$ cat src/rtl/dsa_pkg.sv
// ---------------------------------------------------------------------------
// dsa_pkg: shared types and tables for the display scanner
// Beat payloads, segment and thermometer tables, register reset values.
// ---------------------------------------------------------------------------
`default_nettype none

package dsa_pkg;

  typedef struct packed {
    logic [13:0] pressure;
    logic [5:0]  bar_count;
    logic [1:0]  page;
    logic [3:0]  menu_number;
    logic [1:0]  edit_position;
    logic [3:0]  edit_thousands;
    logic [3:0]  edit_hundreds;
    logic [3:0]  edit_tens;
    logic [3:0]  edit_units;
  } dsa_tick_t;

  typedef struct packed {
    logic [1:0] digit_select;
    logic [7:0] bar_byte;
    logic [7:0] digit_byte;
    logic [3:0] led_bits;
  } dsa_scan_t;

  localparam logic [7:0] SEG_OF [10] = '{
    8'h3F, 8'h06, 8'h5B, 8'h4F, 8'h66, 8'h6D, 8'h7D, 8'h07, 8'h7F, 8'h6F
  };

  localparam logic [7:0] THERMO [9] = '{
    8'h00, 8'h01, 8'h03, 8'h07, 8'h0F, 8'h1F, 8'h3F, 8'h7F, 8'hFF
  };

  localparam logic [7:0] DP_BIT = 8'h80;

  localparam logic [13:0] RST_OVER_ALARM  = 14'd9999;
  localparam logic [13:0] RST_OVER_WARN   = 14'd9999;
  localparam logic [13:0] RST_UNDER_ALARM = 14'd0;
  localparam logic [13:0] RST_UNDER_WARN  = 14'd0;
  localparam logic [7:0]  RST_GLYPH_H     = 8'h76;
  localparam logic [7:0]  RST_GLYPH_U     = 8'h3E;
  localparam logic [7:0]  RST_GLYPH_A     = 8'h77;

  // Segment pattern of a decimal digit, blank for codes above nine.
  function automatic logic [7:0] dsa_seg(input logic [3:0] d);
    logic [7:0] s;
    s = 8'h00;
    if (d < 4'd10) s = SEG_OF[d];
    return s;
  endfunction

endpackage

`default_nettype wire

$ cat src/rtl/dsa_blink.sv
// ---------------------------------------------------------------------------
// dsa_blink: blink phase counter
// Advances on each step, wraps at twice the half period, lit in first half.
// ---------------------------------------------------------------------------
`default_nettype none

module dsa_blink #(
  parameter int HALF_PERIOD = 1
) (
  input  wire logic clk,
  input  wire logic rst,
  input  wire logic step,
  output logic      lit
);

  localparam int CW = $clog2(2 * HALF_PERIOD);
  localparam logic [CW:0] WRAP = (CW + 1)'(2 * HALF_PERIOD);
  localparam logic [CW:0] HALF = (CW + 1)'(HALF_PERIOD);

  logic [CW-1:0] cnt;
  logic [CW:0]   inc;
  logic [CW-1:0] cnt_next;

  always_comb begin
    inc = {1'b0, cnt} + 1'b1;
    if (inc >= WRAP) begin
      cnt_next = '0;
    end else begin
      cnt_next = inc[CW-1:0];
    end
    lit = ({1'b0, cnt_next} < HALF);
  end

  always_ff @(posedge clk) begin
    if (rst) begin
      cnt <= '0;
    end else if (step) begin
      cnt <= cnt_next;
    end
  end

endmodule

`default_nettype wire

$ cat src/rtl/display_scan_with_alarm_bar.sv
// ---------------------------------------------------------------------------
// display_scan_with_alarm_bar: four-slot display scanner with alarm LEDs
// Drives one multiplexed slot per refresh beat: bar byte, segment byte, LEDs.
// ---------------------------------------------------------------------------
//
//  Channel  Handshake                 Payload        Direction
//  tick     tick_valid / tick_ready   dsa_tick_t     refresh beat in
//  scan     scan_valid / scan_ready   dsa_scan_t     slot drive out
//  cfg      psel/penable/pwrite       paddr/pwdata   APB register port
//
//  One beat per cycle sustained while scan_ready stays high; each beat is held
//  in the input register until the result register is free or drains.
//  The work between the two is digit split by constant reciprocals, the
//  level compares and table lookups.
//  Synchronous reset clears the scan slot, blink counters, valids and
//  config registers to their documented defaults.
//  A stalled result holds the input register; tick_ready drops only when
//  both stages are full.
//
`default_nettype none

module display_scan_with_alarm_bar
  import dsa_pkg::*;
#(
  parameter int LED_HALF_PERIOD   = 50,
  parameter int DIGIT_HALF_PERIOD = 40
) (
  input  wire logic        clk,
  input  wire logic        rst,
  // refresh beats in
  input  wire logic        tick_valid,
  output logic             tick_ready,
  input  wire dsa_tick_t   tick,
  // slot drive out
  output logic             scan_valid,
  input  wire logic        scan_ready,
  output dsa_scan_t        scan,
  // configuration
  input  wire logic        psel,
  input  wire logic        penable,
  input  wire logic        pwrite,
  input  wire logic [4:0]  paddr,
  input  wire logic [31:0] pwdata,
  output logic [31:0]      prdata,
  output logic             pready
);

  // register map, index = paddr[4:2]
  localparam logic [2:0] REG_OVER_ALARM  = 3'd0;
  localparam logic [2:0] REG_OVER_WARN   = 3'd1;
  localparam logic [2:0] REG_UNDER_ALARM = 3'd2;
  localparam logic [2:0] REG_UNDER_WARN  = 3'd3;
  localparam logic [2:0] REG_MODE        = 3'd4;
  localparam logic [2:0] REG_GLYPH_H     = 3'd5;
  localparam logic [2:0] REG_GLYPH_U     = 3'd6;
  localparam logic [2:0] REG_GLYPH_A     = 3'd7;

  localparam logic [1:0] PAGE_MAIN   = 2'd0;
  localparam logic [1:0] PAGE_SECOND = 2'd1;
  localparam logic [1:0] PAGE_EDIT   = 2'd2;
  localparam logic [1:0] PAGE_NONE   = 2'd3;

  localparam logic [3:0] MENU_MODE = 4'd6;

  localparam logic [1:0] SLOT_THOU = 2'd0;
  localparam logic [1:0] SLOT_HUND = 2'd1;
  localparam logic [1:0] SLOT_TENS = 2'd2;
  localparam logic [1:0] SLOT_UNIT = 2'd3;

  // -------------------------------------------------------------------------
  // Configuration registers
  // -------------------------------------------------------------------------
  logic [13:0] over_alarm_level;
  logic [13:0] over_warn_level;
  logic [13:0] under_alarm_level;
  logic [13:0] under_warn_level;
  logic        current_mode;
  logic [7:0]  glyph_h;
  logic [7:0]  glyph_u;
  logic [7:0]  glyph_a;

  logic        cfg_wr;
  logic [2:0]  cfg_idx;

  assign pready  = 1'b1;
  assign cfg_idx = paddr[4:2];
  assign cfg_wr  = psel & penable & pwrite & pready;

  always_ff @(posedge clk) begin
    if (rst) begin
      over_alarm_level  <= RST_OVER_ALARM;
      over_warn_level   <= RST_OVER_WARN;
      under_alarm_level <= RST_UNDER_ALARM;
      under_warn_level  <= RST_UNDER_WARN;
      current_mode      <= 1'b0;
      glyph_h           <= RST_GLYPH_H;
      glyph_u           <= RST_GLYPH_U;
      glyph_a           <= RST_GLYPH_A;
    end else if (cfg_wr) begin
      unique case (cfg_idx)
        REG_OVER_ALARM:  over_alarm_level  <= pwdata[13:0];
        REG_OVER_WARN:   over_warn_level   <= pwdata[13:0];
        REG_UNDER_ALARM: under_alarm_level <= pwdata[13:0];
        REG_UNDER_WARN:  under_warn_level  <= pwdata[13:0];
        REG_MODE:        current_mode      <= pwdata[0];
        REG_GLYPH_H:     glyph_h           <= pwdata[7:0];
        REG_GLYPH_U:     glyph_u           <= pwdata[7:0];
        REG_GLYPH_A:     glyph_a           <= pwdata[7:0];
        default: ;
      endcase
    end
  end

  // Read back, zero-extended.
  always_comb begin
    unique case (cfg_idx)
      REG_OVER_ALARM:  prdata = {18'd0, over_alarm_level};
      REG_OVER_WARN:   prdata = {18'd0, over_warn_level};
      REG_UNDER_ALARM: prdata = {18'd0, under_alarm_level};
      REG_UNDER_WARN:  prdata = {18'd0, under_warn_level};
      REG_MODE:        prdata = {31'd0, current_mode};
      REG_GLYPH_H:     prdata = {24'd0, glyph_h};
      REG_GLYPH_U:     prdata = {24'd0, glyph_u};
      REG_GLYPH_A:     prdata = {24'd0, glyph_a};
      default:         prdata = 32'd0;
    endcase
  end

  // -------------------------------------------------------------------------
  // Input register and handshake
  // -------------------------------------------------------------------------
  logic      s1_valid;
  dsa_tick_t s1;
  logic      s1_adv;

  // Move the held beat forward whenever the result register is free or drains.
  assign s1_adv     = s1_valid & (~scan_valid | scan_ready);
  assign tick_ready = ~s1_valid | s1_adv;

  always_ff @(posedge clk) begin
    if (rst) begin
      s1_valid <= 1'b0;
    end else if (tick_ready) begin
      s1_valid <= tick_valid;
    end
  end

  always_ff @(posedge clk) begin
    if (tick_valid && tick_ready) begin
      s1 <= tick;
    end
  end

  // -------------------------------------------------------------------------
  // Scan state
  // -------------------------------------------------------------------------
  logic [1:0] scan_slot;
  logic [1:0] shown_slot;
  logic       active;     // beat moves forward on a displayed page
  logic       is_mode;
  logic [1:0] slot;

  assign slot    = scan_slot;
  assign is_mode = (s1.page == PAGE_EDIT) && (s1.menu_number == MENU_MODE);
  assign active  = s1_adv && (s1.page != PAGE_NONE);

  always_ff @(posedge clk) begin
    if (rst) begin
      scan_slot  <= 2'd0;
      shown_slot <= 2'd0;
    end else if (active) begin
      shown_slot <= slot;
      scan_slot  <= slot + 2'd1;
    end
  end

  // -------------------------------------------------------------------------
  // Blink counters: each advances only on a beat that uses it
  // -------------------------------------------------------------------------
  logic led_slot;
  logic main_led_lit, second_led_lit, edit_led_lit, mode_led_lit;
  logic edit_digit_lit, mode_digit_lit;
  logic edit_hit;
  logic led_lit;

  assign led_slot = active && (slot == SLOT_TENS);
  // edited digit sits in slot 3 - edit_position
  assign edit_hit = (s1.edit_position == ~slot);

  dsa_blink #(.HALF_PERIOD(LED_HALF_PERIOD)) u_main_led (
    .clk  (clk),
    .rst  (rst),
    .step (led_slot && (s1.page == PAGE_MAIN)),
    .lit  (main_led_lit)
  );

  dsa_blink #(.HALF_PERIOD(LED_HALF_PERIOD)) u_second_led (
    .clk  (clk),
    .rst  (rst),
    .step (led_slot && (s1.page == PAGE_SECOND)),
    .lit  (second_led_lit)
  );

  dsa_blink #(.HALF_PERIOD(LED_HALF_PERIOD)) u_edit_led (
    .clk  (clk),
    .rst  (rst),
    .step (led_slot && (s1.page == PAGE_EDIT) && !is_mode),
    .lit  (edit_led_lit)
  );

  dsa_blink #(.HALF_PERIOD(LED_HALF_PERIOD)) u_mode_led (
    .clk  (clk),
    .rst  (rst),
    .step (led_slot && is_mode),
    .lit  (mode_led_lit)
  );

  dsa_blink #(.HALF_PERIOD(DIGIT_HALF_PERIOD)) u_edit_digit (
    .clk  (clk),
    .rst  (rst),
    .step (active && (s1.page == PAGE_EDIT) && !is_mode && edit_hit),
    .lit  (edit_digit_lit)
  );

  dsa_blink #(.HALF_PERIOD(DIGIT_HALF_PERIOD)) u_mode_digit (
    .clk  (clk),
    .rst  (rst),
    .step (active && is_mode && (slot == SLOT_TENS)),
    .lit  (mode_digit_lit)
  );

  always_comb begin
    case (s1.page)
      PAGE_MAIN:   led_lit = main_led_lit;
      PAGE_SECOND: led_lit = second_led_lit;
      default:     led_lit = is_mode ? mode_led_lit : edit_led_lit;
    endcase
  end

  // -------------------------------------------------------------------------
  // Decimal split of the saturated pressure. Each quotient comes straight
  // from the pressure through one reciprocal product, so the products run
  // side by side; the times-ten terms are shift-adds.
  // -------------------------------------------------------------------------
  logic [13:0] pd;
  logic [28:0] prod_k;
  logic [27:0] prod_c;
  logic [26:0] prod_d;
  logic [3:0]  q_thou;   // pd / 1000
  logic [6:0]  q_hund;   // pd / 100
  logic [9:0]  q_tens;   // pd / 10
  logic [6:0]  q_thou_x10;
  logic [9:0]  q_hund_x10;
  logic [13:0] q_tens_x10;
  logic [3:0]  d_thou, d_hund, d_tens, d_unit;

  always_comb begin
    pd     = (s1.pressure > 14'd9999) ? 14'd9999 : s1.pressure;
    prod_k = {15'd0, pd} * 29'd16778;
    prod_c = {14'd0, pd} * 28'd10486;
    prod_d = {13'd0, pd} * 27'd6554;
    q_thou = prod_k[27:24];
    q_hund = prod_c[26:20];
    q_tens = prod_d[25:16];
    q_thou_x10 = {q_thou, 3'b000} + {2'b00, q_thou, 1'b0};
    q_hund_x10 = {q_hund, 3'b000} + {2'b00, q_hund, 1'b0};
    q_tens_x10 = {1'b0, q_tens, 3'b000} + {3'b000, q_tens, 1'b0};
    d_thou = q_thou;
    d_hund = 4'(q_hund - q_thou_x10);
    d_tens = 4'(q_tens - q_hund_x10);
    d_unit = 4'(pd - q_tens_x10);
  end

  // -------------------------------------------------------------------------
  // Result for the current slot
  // -------------------------------------------------------------------------
  logic [5:0] bar_base;
  logic [5:0] bar_diff;
  logic [7:0] bar;
  logic [1:0] ovf;
  logic [1:0] lvl;        // {under, over}
  logic [7:0] dig;
  logic [3:0] ed_digit;
  logic       ed_lit;
  dsa_scan_t  result;

  always_comb begin
    // Bar window: slot 2 counts 0..8, slot 1 10..18, slot 0 20..28, slot 3 30..38.
    case (slot)
      SLOT_THOU: bar_base = 6'd20;
      SLOT_HUND: bar_base = 6'd10;
      SLOT_TENS: bar_base = 6'd0;
      default:   bar_base = 6'd30;
    endcase
    bar_diff = s1.bar_count - bar_base;
    ovf      = 2'b00;
    if (s1.bar_count < bar_base) begin
      bar = 8'h00;
    end else if (bar_diff <= 6'd8) begin
      bar = THERMO[bar_diff[3:0]];
    end else begin
      // one past the window lights the first overflow LED, beyond that both
      bar = 8'hFF;
      ovf = (bar_diff == 6'd9) ? 2'b01 : 2'b11;
    end

    // Level compares on the raw value; slot 2 carries the page blink LED.
    lvl = 2'b00;
    case (slot)
      SLOT_THOU: begin
        lvl[0] = (s1.pressure >= over_alarm_level);
        lvl[1] = (s1.pressure <= under_alarm_level);
      end
      SLOT_HUND: begin
        lvl[0] = (s1.pressure >= over_warn_level) && (s1.pressure < over_alarm_level);
        lvl[1] = (s1.pressure > under_alarm_level) && (s1.pressure <= under_warn_level);
      end
      SLOT_TENS: begin
        lvl[1] = led_lit;
      end
      default: ;
    endcase

    case (slot)
      SLOT_THOU: ed_digit = s1.edit_thousands;
      SLOT_HUND: ed_digit = s1.edit_hundreds;
      SLOT_TENS: ed_digit = s1.edit_tens;
      default:   ed_digit = s1.edit_units;
    endcase
    ed_lit = edit_hit ? edit_digit_lit : 1'b1;

    dig = 8'h00;
    case (s1.page)
      PAGE_MAIN: begin
        case (slot)
          SLOT_THOU: dig = (pd > 14'd999) ? SEG_OF[d_thou] : 8'h00;
          SLOT_HUND: dig = SEG_OF[d_hund] | DP_BIT;
          SLOT_TENS: dig = SEG_OF[d_tens];
          default:   dig = SEG_OF[d_unit];
        endcase
      end
      PAGE_SECOND: begin
        if (slot == SLOT_TENS) begin
          dig = glyph_h;
        end else if (slot == SLOT_UNIT) begin
          dig = dsa_seg(s1.menu_number);
        end
      end
      default: begin
        if (is_mode) begin
          if ((slot == SLOT_TENS) && mode_digit_lit) begin
            dig = current_mode ? glyph_a : glyph_u;
          end
        end else begin
          dig = ed_lit ? dsa_seg(ed_digit) : 8'h00;
          // hundreds keeps its decimal point even while blanked
          if (slot == SLOT_HUND) dig = dig | DP_BIT;
        end
      end
    endcase

    if (s1.page == PAGE_NONE) begin
      // blank page: repeat the last driven slot, hold the scan
      result.digit_select = shown_slot;
      result.bar_byte     = 8'h00;
      result.digit_byte   = 8'h00;
      result.led_bits     = 4'h0;
    end else begin
      result.digit_select = slot;
      result.bar_byte     = bar;
      result.digit_byte   = dig;
      result.led_bits     = {lvl, ovf};
    end
  end

  // -------------------------------------------------------------------------
  // Result register
  // -------------------------------------------------------------------------
  always_ff @(posedge clk) begin
    if (rst) begin
      scan_valid <= 1'b0;
    end else if (s1_adv) begin
      scan_valid <= 1'b1;
    end else if (scan_ready) begin
      scan_valid <= 1'b0;
    end
  end

  always_ff @(posedge clk) begin
    if (s1_adv) begin
      scan <= result;
    end
  end

endmodule

`default_nettype wire
$ cat config.mk
export PLATFORM = sky130hd
export DESIGN_NAME = display_scan_with_alarm_bar
export DESIGN_NICKNAME = d
export VERILOG_FILES = /design/src/rtl/dsa_pkg.sv /design/src/rtl/dsa_blink.sv /design/src/rtl/display_scan_with_alarm_bar.sv
export SDC_FILE = /design/constraint.sdc
export NUM_CORES = 1
export LEC_CHECK = 0
export ABC_AREA = 1
export BUFFER_PORTS_ARGS = -buffer_cell sky130_fd_sc_hd__buf_2
export CAP_MARGIN = 20
export CELL_PAD_IN_SITES_DETAIL_PLACEMENT = 2
export CELL_PAD_IN_SITES_GLOBAL_PLACEMENT = 2
export CORE_MARGIN = 3
export CORE_UTILIZATION = 41
export CTS_BUF_LIST = sky130_fd_sc_hd__clkbuf_8
export DETAILED_ROUTE_END_ITERATION = 12
export PLACE_DENSITY_LB_ADDON = 0.3
export SLEW_MARGIN = 10
export SYNTH_ARGS = -nofsm -noshare
export SYNTH_HDL_FRONTEND = slang
export SYNTH_SLANG_ARGS = --single-unit
$ cat constraint.sdc
create_clock -name clk -period 12.4 [get_ports clk]
set_input_delay 0.62 -clock clk [delete_from_list [all_inputs] [get_ports clk]]
set_output_delay 0.62 -clock clk [all_outputs]
set_load 0.05 [all_outputs]
## Word level (Yosys, flattened, before mapping)

Memory sizes are Yosys's and may differ from the RTL's.
Index checks and enable logic that the tools add are counted.

| word-level totals | value |
|---|---|
| bits of input ports | 88 |
| output and inout port bits | 57 |
| register bits | 195 |
| memories kept | 7 |
| logic and storage cells | 200 |
| ROM bits | 896 |

Memories:

| name | depth | bits a word | rd ports | clocked after Yosys merged registers in | write ports | line | source |
|---|---|---|---|---|---|---|---|
| (name not given) | 16 | 8 | 1 | 0 | 0 | dsa_pkg.sv:50 | `if (d < 4'd10) s = SEG_OF[d];` |
| (name not given) | 16 | 8 | 1 | 0 | 0 | dsa_pkg.sv:50 |  |
| (name not given) | 16 | 8 | 1 | 0 | 0 | display_scan_with_alarm_bar.sv:339 | `default: dig = SEG_OF[d_unit];` |
| (name not given) | 16 | 8 | 1 | 0 | 0 | display_scan_with_alarm_bar.sv:338 | `SLOT_TENS: dig = SEG_OF[d_tens];` |
| (name not given) | 16 | 8 | 1 | 0 | 0 | display_scan_with_alarm_bar.sv:337 | `SLOT_HUND: dig = SEG_OF[d_hund] \| DP_BIT;` |
| (name not given) | 16 | 8 | 1 | 0 | 0 | display_scan_with_alarm_bar.sv:336 | `SLOT_THOU: dig = (pd > 14'd999) ? SEG_OF[d_thou] : 8'h00;` |
| 1 more memories | - | - | - | - | - | - |  |

| cells by class | value |
|---|---|
| muxes and demuxes | 49 |
| order comparisons | 31 |
| equal/unequal tests | 17 |
| multiply operators | 3 |
| bitwise gates (word level) | 15 |
| reduce and logical (&&, ||, !) cells | 32 |
| add/subtract/negate cells | 14 |

Operators with widths:

| cell | number |
|---|---|
| case mux 32 bit (8 select lines) | 1 |
| two-way mux 8 bit | 24 |
| two-way mux 7 bit | 8 |
| adder 7 x 1 -> 8 bit, second input constant | 6 |
| >= comparator 8 x 7 -> 1 bit, second input constant | 6 |
| less-than comparator 7 x 6 -> 1 bit, second input constant | 6 |
| >= comparator 5 bit, second input constant | 7 |
| NOT 4 -> 5 bit | 7 |
| >= comparator 14 bit | 2 |
| <= comparator 14 bit | 2 |
| multiplier 14 x 14 -> 27 bit, second input constant | 1 |
| case mux 8 bit (3 select lines) | 1 |
| multiplier 14 x 13 -> 23 bit, second input constant | 1 |
| two-way mux 22 bit | 1 |
| multiplier 14 x 12 -> 19 bit, second input constant | 1 |
| logical AND 1 bit | 17 |
| case mux 8 bit (2 select lines) | 1 |
| AND reduction 2 bit | 8 |
| case mux 5 bit (3 select lines) | 1 |
| > comparator 14 x 10 -> 1 bit, second input constant | 1 |
| > comparator 14 bit | 1 |
| > comparator 14 bit, second input constant | 1 |
| less-than comparator 14 bit | 1 |
| two-way mux 14 bit | 1 |
| other kinds (31) | 55 |

## Depth between registers and ports, before layout

| depth | value |
|---|---|
| depth after elaboration | 12 |
| mapped depth | 48 |
| mapped depth without buffers | 48 |

## Cells and area by module

Synthesis repeated with hierarchy kept, for this count alone.

| second synthesis, totals | value |
|---|---|
| cells, all modules | 2576 |
| area total of the unflattened synthesis | 19956.6 µm² |

By module, submodules not included:

| module | area an instance (µm²) | cells an instance | instances | sequential area each (µm²) |
|---|---|---|---|---|
| display_scan_with_alarm_bar | 17242.8 | 2174 | 1 | 3723.6 |
| dsa_blink at u_edit_led ... | 449.2 | 67 | 3 | 140.1 |
| dsa_blink at u_edit_digit ... | 429.2 | 66 | 2 | 140.1 |
| dsa_blink at u_second_led | 508.0 | 69 | 1 | 140.1 |

## Worst setup path after synthesis

No wires, ideal clock.

| timing path | value |
|---|---|
| path kind | flip-flop to flip-flop |
| start | reg s1[36] (netlist name) |
| end | reg scan[4] (netlist name) (data pin) |
| library setup time | 147 ps |
| buffers on the path | 1 |
| clock period less this slack | 7048 ps |
| required time | 12253 ps |
| arrival time | 6901 ps |
| stages on the path, launching flop included | 41 |
| slack | 5352 ps |
| cells stage by stage | edfxtp_1 > nor2_2 > nand2_1 > nand2_1 > nand2_2 > nand2_4 > inv_4 > clkbuf_1 > nor2_1 > inv_1 > ha_1 > inv_1 > fa_1 > inv_1 > fa_1 > fa_1 > inv_1 > fa_1 > (+5 left out) > nand2_1 > a21o_1 > a221oi_1 > nand3_1 > nand2_1 > inv_1 > ha_1 > or2_2 > nand2_1 > inv_1 > or2_2 > o21ai_0 > inv_1 > nand2_2 > nand2_1 > nand3_1 > nand3_1 > a21oi_1 |

| on the way | value |
|---|---|
| longest elaborated chain between the ends | 11 |
| elaborated cells between the ends (all ways) | 31 |
| classes of those cells | add/sub (6); mul (3); order compare (2); mux (12); bitwise (4); memory (4) |

Ends and longest elaborated chain:

| item | line | source |
|---|---|---|
| start: declaration | display_scan_with_alarm_bar.sv:133 | `dsa_tick_t s1;` |
| start signal: assignment | display_scan_with_alarm_bar.sv:150 | `s1 <= tick;` |
| > comparator 14 bit | display_scan_with_alarm_bar.sv:258 | `pd = (s1.pressure > 14'd9999) ? 14'd9999 : s1.pressure;` |
| two-way mux 14 bit * | display_scan_with_alarm_bar.sv:258 |  |
| multiplier 14 x 12 -> 19 bit, or another cell as far along | display_scan_with_alarm_bar.sv:261 | `prod_d = {13'd0, pd} * 27'd6554;` |
| adder 4 bit (on tied branches) | display_scan_with_alarm_bar.sv:267, display_scan_with_alarm_bar.sv:265, display_scan_with_alarm_bar.sv:266 |  |
| subtractor 4 bit (on tied branches) | display_scan_with_alarm_bar.sv:271, display_scan_with_alarm_bar.sv:269, display_scan_with_alarm_bar.sv:270 |  |
| NOT 4 -> 5 bit (on tied branches) | display_scan_with_alarm_bar.sv:339, display_scan_with_alarm_bar.sv:337, display_scan_with_alarm_bar.sv:338 |  |
| memory (16 x 8 bit) (on tied branches) | - |  |
| two-way mux 8 bit (not written as such), or another cell as far along (2 in series) | display_scan_with_alarm_bar.sv:339 |  |
| case mux 8 bit (3 select lines) * | display_scan_with_alarm_bar.sv:335 | `case (slot)` |
| case mux 8 bit (2 select lines) * | display_scan_with_alarm_bar.sv:333 | `case (s1.page)` |
| end signal: assignment | display_scan_with_alarm_bar.sv:391 | `scan <= result;` |
| end: declaration | display_scan_with_alarm_bar.sv:37 | `output dsa_scan_t scan,` |

Every way passes the cells marked *; elsewhere a longest branch is shown, timed or not. The select of a mux whose other input is x is not followed.
A chain may end at the register's enable or synchronous reset.

## Final worst setup path

| timing path | value |
|---|---|
| start | reg s1[35] (netlist name) |
| end | reg scan[4] (netlist name) (data pin) |

The elaborated chain is that of the path after synthesis.

==> results.ini <==
[sta]
worstMarginPinSlew_ns=1.10
rsz0062_at_grt=no
fin_crit_sh=0.736
hold_viol=0
slew_violations=0
clock_skew_ns=0.0269
setup_viol=0
fmax_ghz=0.110
fin_tns_setup_ns=0
slew_headroom=0.269
finalCriticalPeriod_ns=9.13

[routing]
drc=0
drtAntennaViolNets=0
wirelength_um=76600
first_pass_iters=5
vias=18000
drt_iter0_drc=1005
post_drt_wl_per_cell_um=23.9
viasPerCell=5.62

[synthesis]
ys_seq_elements=195
yosys.area.top_type=ha_1
yosysMostFrequentCell=inv_1
yosys.area.top_type_share=0.195
ys_top_cells_by_count=523 x inv_1, 367 x nand2_1, 303 x ha_1
async_flop_share=0
synth_warnings=0
syn_inst=2490
ys.flop_type=dfxtp_1
seq_area_frac_synth=0.234
synth_edf_count=66
ys_types=62
netlist_area_mm2=0.0195
avgSynthCellArea_um2=7.82
synth_area_leaders=ha_1 19%, dfxtp_1 13%, fa_1 12%, edfxtp_1 10%, inv_1 10%

[layout]
design.final.nets=3097
drive_gt1_frac=0.0783
areaGrowthSynthToFinish_pct=8.08
fin_util=0.450
instances_no_fill=3212

[power]
switching_share=0.577
power.density_mw_per_mm2=240
p_int_mw=2.14
power.total_mw=5.06
p_sw_mw=2.92
pwr-share-clk=0.086
vdd_drop_max_uv=299
p_leak_nw=10.6
p_seq_frac=0.140
pwr-share-comb=0.775

[status]
status=completed

[place]
dpl.hpwl_um=61700
gp_congestion=0.931
io_buffers=105
placed_cells=3177

[setup_path]
slowest_stage=edfxtp_1
required_ns=12.83
cpPeakStageDelay_ns=0.71
cp_data_arrival_time_ns=9.56
startpoint_type=flip-flop
endpoint_kind=flip-flop
criticalPathCategory=reg2reg
worstPathMaxFanout=14

[clocking]
path_clk_slew_ns=0.12
clockBufferDepth=2
root_buffer=clkbuf_8
cts_tree=done
cts_resized=0
cts_hold_buf=0
postCtsSetupBuffers=0
cts_made_buffers=17
htreeDepth=4
clk_latency_ns=0.59
cts.sinks=195

[global_route]
grt_pass1_vias=20700
grt_pass1_wl_um=118000
gr-usage-all-layers=0.307
grt-ovfl-total=0
grt_max_degree=92
antenna_found_initial=1

[die]
start_util=0.417
dieArea_mm2=0.0502
die_width_um=224
die_y_um=224
io-pin-count=145
row_count=79
coreArea_mm2=0.0468

[min_path]
min_path_type=in2reg

[flow_run]
maxCapViolCount=0

-- per-stage QoR --
step / hold slack (ns) / cell area (um^2) / worst slack [ns]
after floorplan: 0.425 / 19500 / 5.35
after global placement: 0.438 / 20600 / 3.97
after detailed placement: 0.467 / 20600 / 3.57
after CTS: 0.168 / 21000 / 3.54
after global routing: 0.173 / 21100 / 2.95
final: 0.196 / 21100 / 3.27
-- state kept, by name, indices dropped and copies added, names as in the netlist, 2 cells and up --
signal	flops
s1	44
u_edit_led.cnt	7
under_warn_level	14
u_main_led.cnt	7
glyph_a	8
shown_slot	2
scan_slot	2
u_mode_led.cnt	7
u_edit_digit.cnt	7
over_alarm_level	14
u_mode_digit.cnt	7
glyph_h	8
under_alarm_level	14
scan	22
glyph_u	8
over_warn_level	14
u_second_led.cnt	7
-- power groups by stage --
stage	registers, mW	logic (mW)	clock network (mW)
6_report	0.706	3.92	0.433
2_1_floorplan	0.731	2.68	0
5_1_grt	0.707	4.43	0.465
3_3_place_gp	0.717	3.46	0
3_5_place_dp	0.720	3.87	0
4_1_cts	0.705	3.91	0.443
-- area by class of cell --
cell class | instances | area (um^2)
Multi-Input combinational cell | 1725 | 12700
Antenna cell | 1 | 2.50
Sequential cell | 195 | 4560
Timing Repair Buffer | 120 | 651
Clock buffer | 17 | 234
Inverter | 532 | 2000
Tap cell | 607 | 759
Clock inverter | 15 | 143
Fill cell | 5427 | 25700
-- metal layers --
layer	GRT usage	vias up	wire length [um]
li1	-	8279	-
met1	0.355	9153	30800
met2	0.560	437	39100
met3	0.0482	173	3490
met4	0.132	0	3260
met5	0	-	0
-- worst max-delay path, delay by kind of cell (launching register included) --
| kind | cells | cell delay [ns] |
|---|---|---|
| and+or+nand+nor | 20 | 2.83 |
| adders and majority gates | 7 | 2.76 |
| buffers and inverters | 9 | 1.42 |
| DFF | 1 | 0.71 |
| xor gates and xnor gates | 1 | 0.68 |
| AOI/OAI and AO/OA | 3 | 0.55 |
-- cell families (layout without fill, tap and decap cells) --
| family | Yosys count | count (layout) | synth area share |
|---|---|---|---|
| xor+xnor | 53 | 53 | 0.0242 |
| fa+ha+maj | 418 | 418 | 0.313 |
| simple gates | 731 | 731 | 0.164 |
| mux | 7 | 7 | 0.00360 |
| flops | 195 | 195 | 0.234 |
| compound gates | 497 | 497 | 0.144 |
| other cells | 2 | 20 | 0.000386 |
| buf+inv | 587 | 684 | 0.117 |
-- worst paths after layout --
check	startpoint	to	slack, ns	cells after the start
max	s1[35]$_DFFE_PP_	scan[4]$_SDFFCE_PP0P_	3.27	40
min	tick[1]	s1[1]$_DFFE_PP_	0.20	1
max reg2reg	s1[35]$_DFFE_PP_	scan[4]$_SDFFCE_PP0P_	3.27	40
min reg2reg	shown_slot[1]$_SDFFE_PP0P_	shown_slot[1]$_SDFFE_PP0P_	0.49	2
-- cells in the final DEF (no fill, tap or decap), drive strengths merged, types with 28 or more instances in the layout --
cell,Yosys,final
nor3,28,28
inv,528,535
xor2,40,40
dfxtp,129,129
nor2,170,170
a21oi,221,221
ha,303,303
o21ai,159,159
fa,115,115
buf,22,120
nand2,378,378
nand3,93,93
edfxtp,66,66
Note: power is estimated with default switching activity, not from simulation.
